## src/rtl/ugsi_pkg.sv

```systemverilog
// Shared types and constants of the uniform grid spatial index.
// No dependencies; every other file but ugsi_ram imports this package.
`timescale 1ns / 1ps

package ugsi_pkg;

  // default sizes of the grid and the stores
  localparam int GRID_DIM_DEF   = 64;
  localparam int CELL_SLOTS_DEF = 8;
  localparam int MAX_ITEMS_DEF  = 64;

  // fixed field widths
  localparam int OP_W    = 2;
  localparam int ID_W    = 6;
  localparam int COORD_W = 32;
  localparam int EDGE_W  = 31;
  localparam int CRD_W   = 10;   // cell coordinate, wide enough for the largest grid

  localparam logic [EDGE_W-1:0] EDGE_RESET = EDGE_W'(65536);

  typedef enum logic [OP_W-1:0] {
    OP_ADD    = 2'd0,
    OP_REMOVE = 2'd1,
    OP_QUERY  = 2'd2,
    OP_CLEAR  = 2'd3
  } op_t;

  typedef enum logic [2:0] {
    ST_OK      = 3'd0,
    ST_PRESENT = 3'd1,
    ST_ABSENT  = 3'd2,
    ST_FULL    = 3'd3,
    ST_CLIPPED = 3'd4
  } status_t;

  // classified request handed from the front part to the back part
  typedef struct packed {
    op_t              op;
    logic [ID_W-1:0]  id;
    logic [CRD_W-1:0] x0;
    logic [CRD_W-1:0] x1;
    logic [CRD_W-1:0] y0;
    logic [CRD_W-1:0] y1;
    logic             empty;
    logic             clipped;
  } cmd_t;

  // one result
  typedef struct packed {
    logic [ID_W-1:0] found_id;
    logic            found_valid;
    logic            last;
    status_t         status;
  } res_t;

endpackage

```

## src/rtl/ugsi_cmdq.sv

```systemverilog
// Two-entry request queue between the front and back parts.
// Uses ugsi_pkg for the request type.
`timescale 1ns / 1ps

module ugsi_cmdq import ugsi_pkg::*; (
  input  logic clk,
  input  logic rst_n,
  input  logic wr,
  input  cmd_t wdata,
  output logic q_full,
  input  logic rd,
  output logic q_empty,
  output cmd_t rdata
);

  cmd_t       ent_r [2];
  logic       wp_r;
  logic       rp_r;
  logic [1:0] cnt_r;

  assign q_full  = (cnt_r == 2'd2);
  assign q_empty = (cnt_r == 2'd0);
  assign rdata   = ent_r[rp_r];

  // entry storage
  always_ff @(posedge clk) begin
    if (wr && !q_full) begin
      ent_r[wp_r] <= wdata;
    end
  end

  // pointers and count
  always_ff @(posedge clk) begin
    if (!rst_n) begin
      wp_r  <= 1'b0;
      rp_r  <= 1'b0;
      cnt_r <= 2'd0;
    end else begin
      if (wr && !q_full) begin
        wp_r <= !wp_r;
      end
      if (rd && !q_empty) begin
        rp_r <= !rp_r;
      end
      cnt_r <= cnt_r + 2'((wr && !q_full) ? 1 : 0) - 2'((rd && !q_empty) ? 1 : 0);
    end
  end

endmodule

```

## config.mk

```make
export PLATFORM = sky130hd
export DESIGN_NAME = ugsi_cmdq
export DESIGN_NICKNAME = d
export VERILOG_FILES = /design/src/rtl/ugsi_pkg.sv /design/src/rtl/ugsi_cmdq.sv
export SDC_FILE = /design/constraint.sdc
export NUM_CORES = 1
export LEC_CHECK = 0
export BUFFER_PORTS_ARGS = -buffer_cell sky130_fd_sc_hd__buf_2
export CAP_MARGIN = 20
export CORE_MARGIN = 3
export CORE_UTILIZATION = 56
export DETAILED_ROUTE_END_ITERATION = 8
export PLACE_DENSITY = 0.86
export SLEW_MARGIN = 25
export SYNTH_ARGS = -nofsm -noshare
export SYNTH_HDL_FRONTEND = slang
export SYNTH_SLANG_ARGS = --single-unit
```

## constraint.sdc

```tcl
create_clock -name clk -period 5.9 [get_ports clk]
set_clock_uncertainty 0.1 [all_clocks]
set_input_delay 1.18 -clock clk [delete_from_list [all_inputs] [get_ports clk]]
set_output_delay 1.18 -clock clk [all_outputs]
set_load 0.01 [all_outputs]
```

Word-level counts from Yosys, hierarchy flattened
Memory sizes are Yosys's and may differ from the RTL's. A register that Yosys moved wholly into a read port is not among the register bits.
Index checks and enable logic that the tools add are counted.
{ "word_totals": {"ram_bits": 100, "register_bits": 4, "inputBits": 54, "memories": 1, "word_cells": 20} }
{ "mem_list": {"columns": ["memory", "words", "width", "rd", "rd_clocked_by_memory_dff", "wr", "line_no", "text"], "rows": [
  ["ent_r", 2, 50, 1, 1, 1, "ugsi_cmdq.sv:16", "cmd_t ent_r [2];"]
]} }
{ "classes": {"n_reduce_logical": 7, "n_eq_ne": 1, "n_addsub": 2, "mux": 6} }
{ "ops": {"columns": ["cell", "count"], "rows": [
  ["$mux W1", 6],
  ["$logic_not A1 Y1", 4],
  ["$add A2 B1 Y2", 1],
  ["$eq A2 B2 Y1 const B", 1],
  ["$logic_and A1 B1 Y1", 2],
  ["$logic_not A2 Y1", 1],
  ["$sub A2 B1 Y2", 1]
]} }

Longest topological paths before layout
{ "logic_depth": {"ltp_word": 6, "depth_mapped": 8, "ltp_nobuf": 8} }

Worst setup path before layout
No wires, ideal clock.
{ "synth_path": {"path_kind": "input port to flip-flop", "start": "in wr", "end": "mem ent_r[0][0] in the netlist's numbering (enable)", "setup_time_ns": 0.458, "path_slack_ns": 1.971, "cell_stages": 2, "required_ns": 5.342, "t_arrival_ns": 3.371, "cell_sequence": "nand2_1 nor2_1"} }
{ "synth_via": {"elab_chain_cells": 3} }
{ "synth_rtl": {"columns": ["item", "line_no", "text"], "rows": [
  ["start, declared", "ugsi_cmdq.sv:8", "input logic wr,"],
  ["$logic_and A1 B1 Y1", "ugsi_cmdq.sv:27", "if (wr && !q_full) begin"],
  ["$mux W1", "ugsi_cmdq.sv:27", null],
  ["$mux W1 (implied by the code)", "ugsi_cmdq.sv:28", "ent_r[wp_r] <= wdata;"],
  ["end, declared", "ugsi_cmdq.sv:16", null]
]} }
Every way passes these cells.

==> results.yml <==
die:
  coreArea_sq_um: 6940
  start_util: 0.590
  io_pins: 106
  die_y_um: 91.6
  die_w_um: 91.6
  row_count: 30
  die-area_sq_um: 8380
pwr:
  intPower_mw: 1.46
  p_leak_nw: 1.94
  peakVddDrop_mv: 0.265
  p_seq_frac: 0.518
  powerDensity_nw_per_um2: 407
  p_sw_frac: 0.263
  p_clk_frac: 0.235
  p_switching_mw: 0.522
  p_comb_frac: 0.248
placed_design:
  dpl.cell_count: 378
  hpwl_um: 4220
  gp_congestion: 0.654
  io_buffer_count: 105
logic_synthesis:
  netlist_instances: 181
  syn_area_sq_um: 4100
  yosysSeqAreaShare: 0.757
  synth.net_count: 237
  ys_types: 16
  avgSynthCellArea_sq_um: 22.7
  yosys_warnings: 0
  yosys_register_bits: 105
cts:
  cts_sinks: 105
  post_cts_buffers: 0
  cts_buffer_depth: 2
  clk_pin_slew_ns: 0.08
  clock_latency_ns: 0.34
  clockRootBuffer: "clkbuf_8"
  h-tree-depth: 3
  cts_made_buffers: 9
  ctsResizeCount: 0
  cts_tree: "yes"
  hold_buffers: 0
sta:
  setup_viol: 0
  timing.fmax_ghz: 0.320
  relSlewSlack: 0.378
  finalHoldViolCount: 0
  setup_tns_ns: 0
  fin_crit_sh: 0.529
  worst_slew_pin_slew_ns: 0.934
  slew_viol_final: 0
  rsz0062_at_grt: "false"
  period_minus_slack_ns: 3.12
routing:
  postRouteAntennaNets: 0
  via_per_inst: 4.94
  drtPass1Iterations: 4
  wire_per_inst_um: 16.1
  vias: 1946
  drtIter0Drc: 90
  drc: 0
  drt-total-wl_um: 6360
worst_setup_path:
  cp-start-kind: "flip-flop"
  crit_slowest_cell: "dfxtp_4"
  r2r-start: "cnt_r[0]"
  cp_cell_sequence: "mux2_4 > buf_2"
  cp_data_arrival_time_ns: 1.84
  r2r-end: "ent_r[0][15]"
  crit_type: "reg2out"
  r2r_cells: 4
  ff2ff_setup_slack_ns: 4.04
  crit_path_end_kind: "output pin"
  max_stage_delay_ns: 0.96
  required_ns: 4.62
  crit_fanout: 50
grt:
  grt.total_usage: 0.150
  grt.overflow.total: 0
  grt_max_degree: 51
  grt_pass1_vias: 1968
  grt_pass1_wl_um: 9520
  antenna_found_initial: 0
layout:
  fin_nets: 349
  diodes: 0
  syn_to_final_growth_pct: 19.0
  drive_gt1_frac: 0.587
  final_cells: 394
outcome:
  outcome: "finished, final reports clean"
hold_path:
  min_path_cells: 2
  min_to: "wp_r"
  hold_class: "reg2reg"
  hp-start: "wp_r"
run:
  maxCapViolations: 0
## power by group through the flow
stage	clock network, mW	registers (mW)	logic (mW)
finish	0.466	1.03	0.492
CTS	0.479	1.03	0.498
floorplan	0	0.980	0.431
global placement	0	1.04	0.489
detailed placement	0	1.05	0.497
global route	0.510	1.04	0.524
## registers in the layout, summed over array words and instances (netlist names), named ones only
register  count
wp_r          1
cnt_r         2
rp_r          1
ent_r       100
## logic make-up (layout without fill, tap and decap cells)
| logic type | count (synthesis) | in the layout | share of synthesized area |
|---|---|---|---|
| AO/OA/AOI/OAI | 1 | 1 | 0.00183 |
| XOR/XNOR | 3 | 3 | 0.00641 |
| adder cells (fa/ha/maj) | 2 | 2 | 0.00610 |
| buffers and inverters | 8 | 125 | 0.0290 |
| flip-flops | 105 | 105 | 0.757 |
| multiplexers | 51 | 51 | 0.186 |
| AND/OR/NAND/NOR | 11 | 11 | 0.0143 |
## synth_stat cells
cell | count | area share
buf_12 | 5 | 0.024
mux2i_1 | 1 | 0.0024
nand2_1 | 2 | 0.0018
and2_1 | 2 | 0.0031
inv_1 | 2 | 0.0018
and3_1 | 1 | 0.0015
nor2b_1 | 2 | 0.0031
ha_1 | 2 | 0.0061
xnor2_1 | 3 | 0.0064
nand2b_1 | 2 | 0.0031
nor2_1 | 2 | 0.0018
o21a_1 | 1 | 0.0018
dfxtp_1 | 5 | 0.024
edfxtp_1 | 100 | 0.73
mux2_4 | 50 | 0.18
buf_6 | 1 | 0.0027
## area by class of cell
class	instances	area (sq um)
flip-flops and latches	105	3110
fillers	445	2070
multi-input cells	68	887
repair buffers	107	541
clock buffers	9	124
well taps	96	120
clock inverters	7	91.3
inverters	2	7.51
## critical path, delay by kind of cell, from the launching register on
kind | cells | cell delay, ns
buffers and inverters | 1 | 0.14
flip-flops | 1 | 0.96
multiplexers | 1 | 0.35
## stage by stage
stage / cell area [sq um] / hold WS, ns / util / total power, mW / worst slack (ns)
after CTS: 4880 / 0.450 / 0.702 / 2.01 / 2.73
after detailed placement: 4660 / 0.437 / 0.671 / 1.55 / 3.13
final: 4880 / 0.446 / 0.702 / 1.99 / 2.78
after floorplan: 4100 / 0.355 / - / 1.41 / 1.97
after global placement: 4660 / 0.398 / 0.671 / 1.53 / 3.12
after global routing: 4880 / 0.463 / 0.702 / 2.08 / 2.67
## worst max-delay path by stage
stage	startpoint	end	slack (ns)	depth (start not counted)
floorplan	wr	ent_r[0][0]	1.97	2
global placement	flip-flop	rdata[28]	3.12	2
detailed placement	flip-flop	rdata[23]	3.13	2
CTS	flip-flop	rdata[23]	2.73	2
global route	flip-flop	rdata[28]	2.67	2
finish	flip-flop	rdata[15]	2.78	2
## cell usage in the layout (no fill, tap or decap), types with 2 or more instances in the layout
| cell type | count |
|---|---|
| buf_2 | 105 |
| edfxtp_1 | 100 |
| mux2_4 | 50 |
| clkbuf_8 | 9 |
| dfxtp_1 | 4 |
| xnor2_1 | 3 |
| nand2b_1 | 2 |
| inv_1 | 2 |
| nand2_1 | 2 |
| nor2b_1 | 2 |
| and2_1 | 2 |
| ha_1 | 2 |
| clkinv_2 | 2 |
| inv_6 | 2 |
| bufinv_16 | 2 |
| buf_4 | 2 |
## metal layers
layer  share of wire  wire length, um  vias up  GRT usage
met1            0.41             2610      943      0.184
met5               0                0        -          0
li1                -                -      923          -
met3           0.064              408        8     0.0406
met4           0.011               73        0     0.0603
met2            0.51             3260       72      0.253
Note: power is estimated with default switching activity, not from simulation.
