[config.mk]
export PLATFORM = sky130hd
export DESIGN_NAME = ugsi_front
export DESIGN_NICKNAME = d
export VERILOG_FILES = /design/src/rtl/ugsi_pkg.sv /design/src/rtl/ugsi_front.sv
export SDC_FILE = /design/constraint.sdc
export NUM_CORES = 1
export LEC_CHECK = 0
export ABC_AREA = 1
export BUFFER_PORTS_ARGS = -buffer_cell sky130_fd_sc_hd__buf_4
export CAP_MARGIN = 20
export CORE_ASPECT_RATIO = 2
export CORE_MARGIN = 1.5
export CORE_UTILIZATION = 55
export CTS_CLUSTER_SIZE = 28
export DETAILED_ROUTE_END_ITERATION = 6
export PLACE_DENSITY = 0.86
export SETUP_SLACK_MARGIN = 0.02
export SYNTH_ARGS = -nofsm -noshare
export SYNTH_HDL_FRONTEND = slang
export SYNTH_SLANG_ARGS = --single-unit
[constraint.sdc]
create_clock -name clk -period 30.5 [get_ports clk]
set_input_delay 3.05 -clock clk [delete_from_list [all_inputs] [get_ports clk]]
set_output_delay 3.05 -clock clk [all_outputs]
set_load 0.01 [all_outputs]
[src/rtl/ugsi_pkg.sv]
// Shared types and constants of the uniform grid spatial index.
// No dependencies; every other file but ugsi_ram imports this package.
`timescale 1ns / 1ps

package ugsi_pkg;

  // default sizes of the grid and the stores
  localparam int GRID_DIM_DEF   = 64;
  localparam int CELL_SLOTS_DEF = 8;
  localparam int MAX_ITEMS_DEF  = 64;

  // fixed field widths
  localparam int OP_W    = 2;
  localparam int ID_W    = 6;
  localparam int COORD_W = 32;
  localparam int EDGE_W  = 31;
  localparam int CRD_W   = 10;   // cell coordinate, wide enough for the largest grid

  localparam logic [EDGE_W-1:0] EDGE_RESET = EDGE_W'(65536);

  typedef enum logic [OP_W-1:0] {
    OP_ADD    = 2'd0,
    OP_REMOVE = 2'd1,
    OP_QUERY  = 2'd2,
    OP_CLEAR  = 2'd3
  } op_t;

  typedef enum logic [2:0] {
    ST_OK      = 3'd0,
    ST_PRESENT = 3'd1,
    ST_ABSENT  = 3'd2,
    ST_FULL    = 3'd3,
    ST_CLIPPED = 3'd4
  } status_t;

  // classified request handed from the front part to the back part
  typedef struct packed {
    op_t              op;
    logic [ID_W-1:0]  id;
    logic [CRD_W-1:0] x0;
    logic [CRD_W-1:0] x1;
    logic [CRD_W-1:0] y0;
    logic [CRD_W-1:0] y1;
    logic             empty;
    logic             clipped;
  } cmd_t;

  // one result
  typedef struct packed {
    logic [ID_W-1:0] found_id;
    logic            found_valid;
    logic            last;
    status_t         status;
  } res_t;

endpackage

[src/rtl/ugsi_front.sv]
// Front part: takes requests, holds the cell edge register and turns each
// rectangle into a clipped cell range with a shared serial divider. Uses ugsi_pkg.
`timescale 1ns / 1ps

module ugsi_front import ugsi_pkg::*; #(
  parameter int GRID_DIM = GRID_DIM_DEF
) (
  input  logic               clk,
  input  logic               rst_n,
  input  logic               push,
  output logic               full,
  input  logic [OP_W-1:0]    in_op,
  input  logic [ID_W-1:0]    in_item_id,
  input  logic [COORD_W-1:0] in_rect_x,
  input  logic [COORD_W-1:0] in_rect_y,
  input  logic [COORD_W-1:0] in_rect_w,
  input  logic [COORD_W-1:0] in_rect_h,
  input  logic               cfg_we,
  input  logic [EDGE_W-1:0]  cfg_wdata,
  input  logic               cmd_full,
  output logic               cmd_push,
  output cmd_t               cmd
);

  localparam int QW   = $clog2(GRID_DIM);
  localparam int LW   = EDGE_W + QW + 1;
  localparam int XW   = COORD_W + 1 + QW;
  localparam int CNTW = $clog2(QW + 1);

  typedef enum logic [3:0] {
    F_IDLE = 4'b0001,
    F_LOAD = 4'b0010,
    F_DIV  = 4'b0100,
    F_PUSH = 4'b1000
  } fstate_t;

  fstate_t               state_r;
  op_t                   op_r;
  logic [ID_W-1:0]       id_r;
  logic [COORD_W:0]      opnd_r [4];
  logic                  wneg_r;
  logic                  hneg_r;
  logic [EDGE_W-1:0]     edge_r;
  logic [LW-1:0]         limit_r;
  logic [1:0]            idx_r;
  logic [XW-1:0]         rem_r;
  logic [XW-1:0]         div_r;
  logic [QW-1:0]         q_r;
  logic [CNTW-1:0]       cnt_r;
  logic [QW-1:0]         qv_r [4];
  logic [3:0]            neg_r;
  logic [3:0]            ge_r;

  logic                  accept;
  logic [COORD_W:0]      opnd;
  logic                  step_ge;
  logic [QW-1:0]         q_nxt;
  logic [QW-1:0]         lx0, lx1, ly0, ly1;
  logic                  xclip, yclip, xempty, yempty;

  assign accept   = push && !full;
  assign full     = (state_r != F_IDLE);
  assign cmd_push = (state_r == F_PUSH) && !cmd_full;
  assign opnd     = opnd_r[idx_r];

  // one quotient bit per cycle
  assign step_ge = (rem_r >= div_r);
  assign q_nxt   = QW'({q_r, step_ge});

  // cell edge register, a zero write is dropped
  always_ff @(posedge clk) begin
    if (!rst_n) begin
      edge_r <= EDGE_RESET;
    end else if (cfg_we && (cfg_wdata != '0)) begin
      edge_r <= cfg_wdata;
    end
  end

  // grid extent in raw units
  always_ff @(posedge clk) begin
    limit_r <= LW'(edge_r) * LW'(GRID_DIM);
  end

  // sequencer over the left, right, top and bottom edge values
  always_ff @(posedge clk) begin
    if (!rst_n) begin
      state_r <= F_IDLE;
    end else begin
      unique case (state_r)
        F_IDLE: begin
          if (accept) begin
            op_r      <= op_t'(in_op);
            id_r      <= in_item_id;
            opnd_r[0] <= {in_rect_x[COORD_W-1], in_rect_x};
            opnd_r[1] <= {in_rect_x[COORD_W-1], in_rect_x} + {in_rect_w[COORD_W-1], in_rect_w};
            opnd_r[2] <= {in_rect_y[COORD_W-1], in_rect_y};
            opnd_r[3] <= {in_rect_y[COORD_W-1], in_rect_y} + {in_rect_h[COORD_W-1], in_rect_h};
            wneg_r    <= in_rect_w[COORD_W-1];
            hneg_r    <= in_rect_h[COORD_W-1];
            idx_r     <= '0;
            if (op_t'(in_op) == OP_ADD || op_t'(in_op) == OP_QUERY) begin
              state_r <= F_LOAD;
            end else begin
              state_r <= F_PUSH;
            end
          end
        end
        F_LOAD: begin
          rem_r        <= XW'(opnd);
          div_r        <= XW'(edge_r) << (QW - 1);
          q_r          <= '0;
          cnt_r        <= '0;
          neg_r[idx_r] <= opnd[COORD_W];
          ge_r[idx_r]  <= !opnd[COORD_W] && (XW'(opnd) >= XW'(limit_r));
          state_r      <= F_DIV;
        end
        F_DIV: begin
          if (step_ge) begin
            rem_r <= rem_r - div_r;
          end
          div_r <= div_r >> 1;
          q_r   <= q_nxt;
          cnt_r <= cnt_r + CNTW'(1);
          if (cnt_r == CNTW'(QW - 1)) begin
            qv_r[idx_r] <= q_nxt;
            if (idx_r == 2'd3) begin
              state_r <= F_PUSH;
            end else begin
              idx_r   <= idx_r + 2'd1;
              state_r <= F_LOAD;
            end
          end
        end
        F_PUSH: begin
          if (!cmd_full) begin
            state_r <= F_IDLE;
          end
        end
        default: state_r <= F_IDLE;
      endcase
    end
  end

  // clip the ranges to the grid and flag empty and clipped ranges
  always_comb begin
    lx0    = neg_r[0] ? '0 : qv_r[0];
    lx1    = ge_r[1] ? QW'(GRID_DIM - 1) : qv_r[1];
    ly0    = neg_r[2] ? '0 : qv_r[2];
    ly1    = ge_r[3] ? QW'(GRID_DIM - 1) : qv_r[3];
    xclip  = !wneg_r && (neg_r[0] || ge_r[1]);
    yclip  = !hneg_r && (neg_r[2] || ge_r[3]);
    xempty = wneg_r || ge_r[0] || neg_r[1];
    yempty = hneg_r || ge_r[2] || neg_r[3];

    cmd.op      = op_r;
    cmd.id      = id_r;
    cmd.x0      = CRD_W'(lx0);
    cmd.x1      = CRD_W'(lx1);
    cmd.y0      = CRD_W'(ly0);
    cmd.y1      = CRD_W'(ly1);
    cmd.empty   = xempty || yempty;
    cmd.clipped = xclip || yclip;
  end

endmodule

Word-level counts from Yosys, hierarchy flattened

Memory sizes are Yosys's and may differ from the RTL's. A register that Yosys moved wholly into a read port is not among the register bits.
Cells that the tools add are included.

Bits in registers: 172
Bits in latches: 0
RAM bits: 156
Bits in read-only memories: 0
Bits of input ports: 172
Output and inout bits: 52
Memories: 2

Memory list:

| memory | depth | width | rd ports | clocked after Yosys merged registers in | wr ports | line             | text |
|---|---|---|---|---|---|---|---|
| opnd_r | 4     | 33    | 1        | 1                                       | 4        | ugsi_front.sv:40 | `logic [COORD_W:0] opnd_r [4];` |
| qv_r   | 4     | 6     | 4        | 0                                       | 1        | ugsi_front.sv:50 | `logic [QW-1:0] qv_r [4];` |

Add/subtract/negate cells: 5
$mul: 0
Div/mod/pow operators: 0
Magnitude comparators: 4
Equality and inequality tests: 13
Shift-type cells: 0
Muxes and demuxes: 32
Bitwise logic cells: 0
Reduce and logical (&&, ||, !) cells: 31

Operators with widths:

| kind               | count |
|---|---|
| $pmux 39 s2        | 2 |
| $add 32x32->33     | 2 |
| $ge 39x39->1       | 1 |
| $mux 39            | 1 |
| $sub 39x39->39     | 1 |
| $ge 33x37->1       | 1 |
| $reduce_bool 31->1 | 1 |
| $mux 6             | 4 |
| $mux 4             | 5 |
| $pmux 4 s4         | 1 |
| $ne 2x2->1 const B | 5 |
| $pmux 5 s2         | 1 |
| $logic_or 1x1->1   | 9 |
| $mux 1             | 9 |
| $reduce_and 3->1   | 3 |
| $bwmux 4           | 2 |
| $mux 2             | 4 |
| $logic_and 1x1->1  | 7 |
| $pmux 3 s2         | 1 |
| $logic_not 1->1    | 5 |
| $reduce_and 5->1   | 1 |
| $eq 2x2->1 const B | 2 |
| $eq 4x1->1 const B | 1 |
| $eq 4x2->1 const B | 1 |
| 13 further kinds   | 15 |

Depth between registers and ports, before layout

Depth after elaboration: 7
Depth in mapped cells: 16

Worst setup path before layout

OpenSTA, ideal clock, no wires.

Kind: in2reg
Start: input rst_n
End: memory opnd_r[0][0] (netlist bit) (enable)
Setup time: 0.778 ns
Data arrival time: 12.111 ns
Path slack: 17.611 ns
Stages: 3
Buffers on the path: 1
Cell sequence: buf_2 -> inv_1 -> nor3_1

RTL lines:

| element         | line             | text |
|---|---|---|
| start, declared | ugsi_front.sv:9  | `input logic rst_n,` |
| end, declared   | ugsi_front.sv:40 |  |

Worst setup path in the final report

Start: input cmd_full
End: output cmd_push

Longest elaborated chain between the ends: 2

RTL lines:

| element           | line             | text |
|---|---|---|
| start, declared   | ugsi_front.sv:20 | `input logic cmd_full,` |
| $logic_not 1->1   | n/a              |  |
| $logic_and 1x1->1 | ugsi_front.sv:63 | `assign cmd_push = (state_r == F_PUSH) && !cmd_full;` |
| end, declared     | ugsi_front.sv:21 | `output logic cmd_push,` |

No other way between the ends.

==> impl_metrics.csv <==
group,metric,value,unit
outcome,outcome,"completed",
global_routing,grt_max_degree,90,
sta,fin_crit_sh,21.1,%
floorplan,fp-row-count,98,
global_routing,grt_usage,34.7,%
sta,slew_headroom,33.7,%
drt,dr.pass1.iters,7,
floorplan,ios,224,
finish,final_area,22700,um^2
global_routing,grt_pass1_wl,96600,um
global_routing,grt_overflow_total,0,
sta,finalSetupViolations,0,
clock_tree,cts-hold-fix-buffers,0,
drt,wire_per_inst,20.3,um
sta,layout_min_cycle_time,6440,ps
yosys,async_flop_share,0,%
setup_path,critPathArrivalTime,3390,ps
clock_tree,path_clk_slew,70,ps
sta,rsz0062_at_grt,"no",
drt,drc_errors,0,
clock_tree,root_buffer,"clkbuf_16",
drt,wl,64500,um
drt,ant_nets,0,
placement,gp_congestion,1.05,
yosys,synth_warnings,0,
global_routing,grt_pass1_vias,18100,
floorplan,floorplan.initialDensity,55.9,%
setup_path,critPathMaxFanout,2,
sta,finalHoldViolations,0,
finish,synthToLayoutAreaGrowth,14.0,%
clock_tree,clkSinkCount,325,
placement,io_buffers,207,
clock_tree,cts_buffer_depth,3,
yosys,synthDistinctLibCells,48,
drt,avgViaCountPerCell,5.62,
floorplan,die_w,138,um
setup_path,worstPathRequired,27450,ps
clock_tree,tritoncts,"yes",
placement,place_area,21800,um^2
clock_tree,numCtsBuffers,26,
yosys,synth_flop_cell,"edfxtp_1",
finish,fillCellCount,3070,
sta,drv_slew,0,
sta,timing.fmax,0.155,GHz
drt,drtIter0Drc,1241,
finish,drive_above_1_share,12.0,%
sta,whs,368,ps
min_path,hold_path_class,"flop to flop",
power_and_ir_drop,ir_drop,0.0000379,V
setup_path,path_class,"input port to output port",
sta,fin_skew,20.5,ps
sta,fin_tns_setup,0,ps
clock_tree,cts_setup_buffers,0,
placement,dp_hpwl,51600,um
yosys,ys_ff_latch,325,
yosys,synth_edf_count,257,
sta,tightest_slew,994,ps
drt,vias,17800,
clock_tree,post_cts_resized,0,
setup_path,cp-start-kind,"input port",
job,maxCapViolCount,0,
power_and_ir_drop,power_density,49.6,nW/um^2
floorplan,core_area,35700,um^2
yosys,syn_inst,2492,
finish,final_nets,3001,
yosys,avgSynthCellArea,8.00,um^2
yosys,synth_area,19900,um^2
setup_path,cp-end-kind,"output port",
floorplan,design.die.area,37500,um^2
clock_tree,clock_latency,560,ps
global_routing,antenna_found_initial,6,
clock_tree,htreeDepth,1,
floorplan,dieHeight,272,um
yosys,yosysSeqAreaShare,45.5,%
power_and_ir_drop,p_leak,10.5,nW
==> cell usage in the layout, fill, tap and decap left out, drive strengths merged, types with 4 or more instances in the layout <==
master    n
clkbuf   36
ha      133
and2      4
nand3b   13
dfxtp    68
nand4    20
conb     16
edfxtp  257
diode     7
nand3   119
xnor2    13
nor3     25
xor2     40
or2      18
o22ai    26
inv     321
a21oi   131
clkinv   10
nor2    328
buf     219
nor4      9
o21a     10
nand2   681
o21ai   188
a21o     11
==> kinds of logic (layout without fill, tap and decap cells) <==
kind of cell,Yosys count,count (layout),share of synthesized area [%]
adders and majority gates,136,136,8.65
buffers and inverters,380,586,7.78
xor gates and xnor gates,53,53,2.33
and+or+nand+nor,1220,1220,25.6
AOI/OAI and AO/OA,377,377,10.1
other,1,23,0.0188
DFF,325,325,45.5
==> flip-flops by register name (all words and copies together) (netlist names), 5 cells and up, named ones only <==
name,flops
div_r,36
edge_r,31
id_r,6
limit_r,31
opnd_r,130
q_r,5
qv_r,24
rem_r,39
==> worst paths after layout <==
check | from | depth (start not counted) | slack [ps] | end
hold reg to reg | edge_r[18]$_SDFFE_PN0P_ | 0 | 370 | limit_r[24]$_DFF_P_
setup reg to reg | flop | 14 | 26000 | ge_r[3]$_DFFE_PP_
hold / removal | edge_r[18]$_SDFFE_PN0P_ | 0 | 370 | limit_r[24]$_DFF_P_
setup / recovery | cmd_full | 3 | 24060 | cmd_push
==> synthesized netlist by cell type (3+ instances only) <==
cell type	n	area (um^2)
nand2_1	665	2500
nor2_1	317	1190
inv_1	312	1170
edfxtp_1	257	7720
o21ai_0	176	881
ha_1	133	1660
a21oi_1	129	646
nand3_1	111	556
dfxtp_1	68	1360
xor2_1	40	350
o22ai_1	26	163
buf_2	23	115
nor3_1	21	105
nand4_1	20	125
buf_4	17	128
clkbuf_1	16	60.1
nand2_2	15	93.8
nand3b_1	13	97.6
or2_2	13	81.3
xnor2_1	13	114
a21o_1	11	82.6
nor2_2	11	68.8
o21a_1	10	75.1
nor4_1	9	56.3
o21ai_1	9	45.0
nand3_2	8	80.1
inv_2	5	18.8
and2_1	4	25.0
buf_6	4	45.0
or2_1	4	25.0
fa_1	3	60.1
nor3_4	3	48.8
o21ai_2	3	26.3
o21bai_1	3	22.5
==> area by class of cell <==
cell class | count | area, um^2 | share of cell area (%)
timing repair buffer | 219 | 1660 | 7.31
clock inverter | 12 | 91.3 | 0.402
inverter | 319 | 1200 | 5.27
sequential | 325 | 9080 | 40.0
multi-input combinational | 1802 | 9380 | 41.3
tap | 450 | 563 | 2.48
antenna | 7 | 17.5 | 0.0771
clock buffer | 36 | 739 | 3.25
==> worst max-delay path: stages <==
cell	delay, ps
buf_4	110
nor2_1	100
buf_4	130
==> layer usage <==
metal | global-route usage, % | part of all wire, % | vias to the layer above
met5 | 0 | 0 | -
met4 | 27.9 | 9.8 | 0
met3 | 4.34 | 4.6 | 252
met2 | 64.9 | 54 | 727
met1 | 32.9 | 32 | 8252
li1 | - | - | 8595
==> power by group <==
part           total [mW]  switching [mW]  internal [mW]
combinational       0.270           0.179         0.0907
sequential          0.525         0.00965          0.516
clock               0.333           0.161          0.173
==> per-stage QoR <==
stage,worst slack [ps],instances,util (%),power [mW]
after floorplan,17610,2507,-,0.706
after global placement,24020,3113,61.2,0.785
after detailed placement,24070,3113,61.2,0.795
final,24060,3170,63.7,1.13
after global routing,24000,3167,63.7,1.17
after CTS,24060,3161,63.6,1.12
No activity file was read; power rests on OpenSTA's default activity.
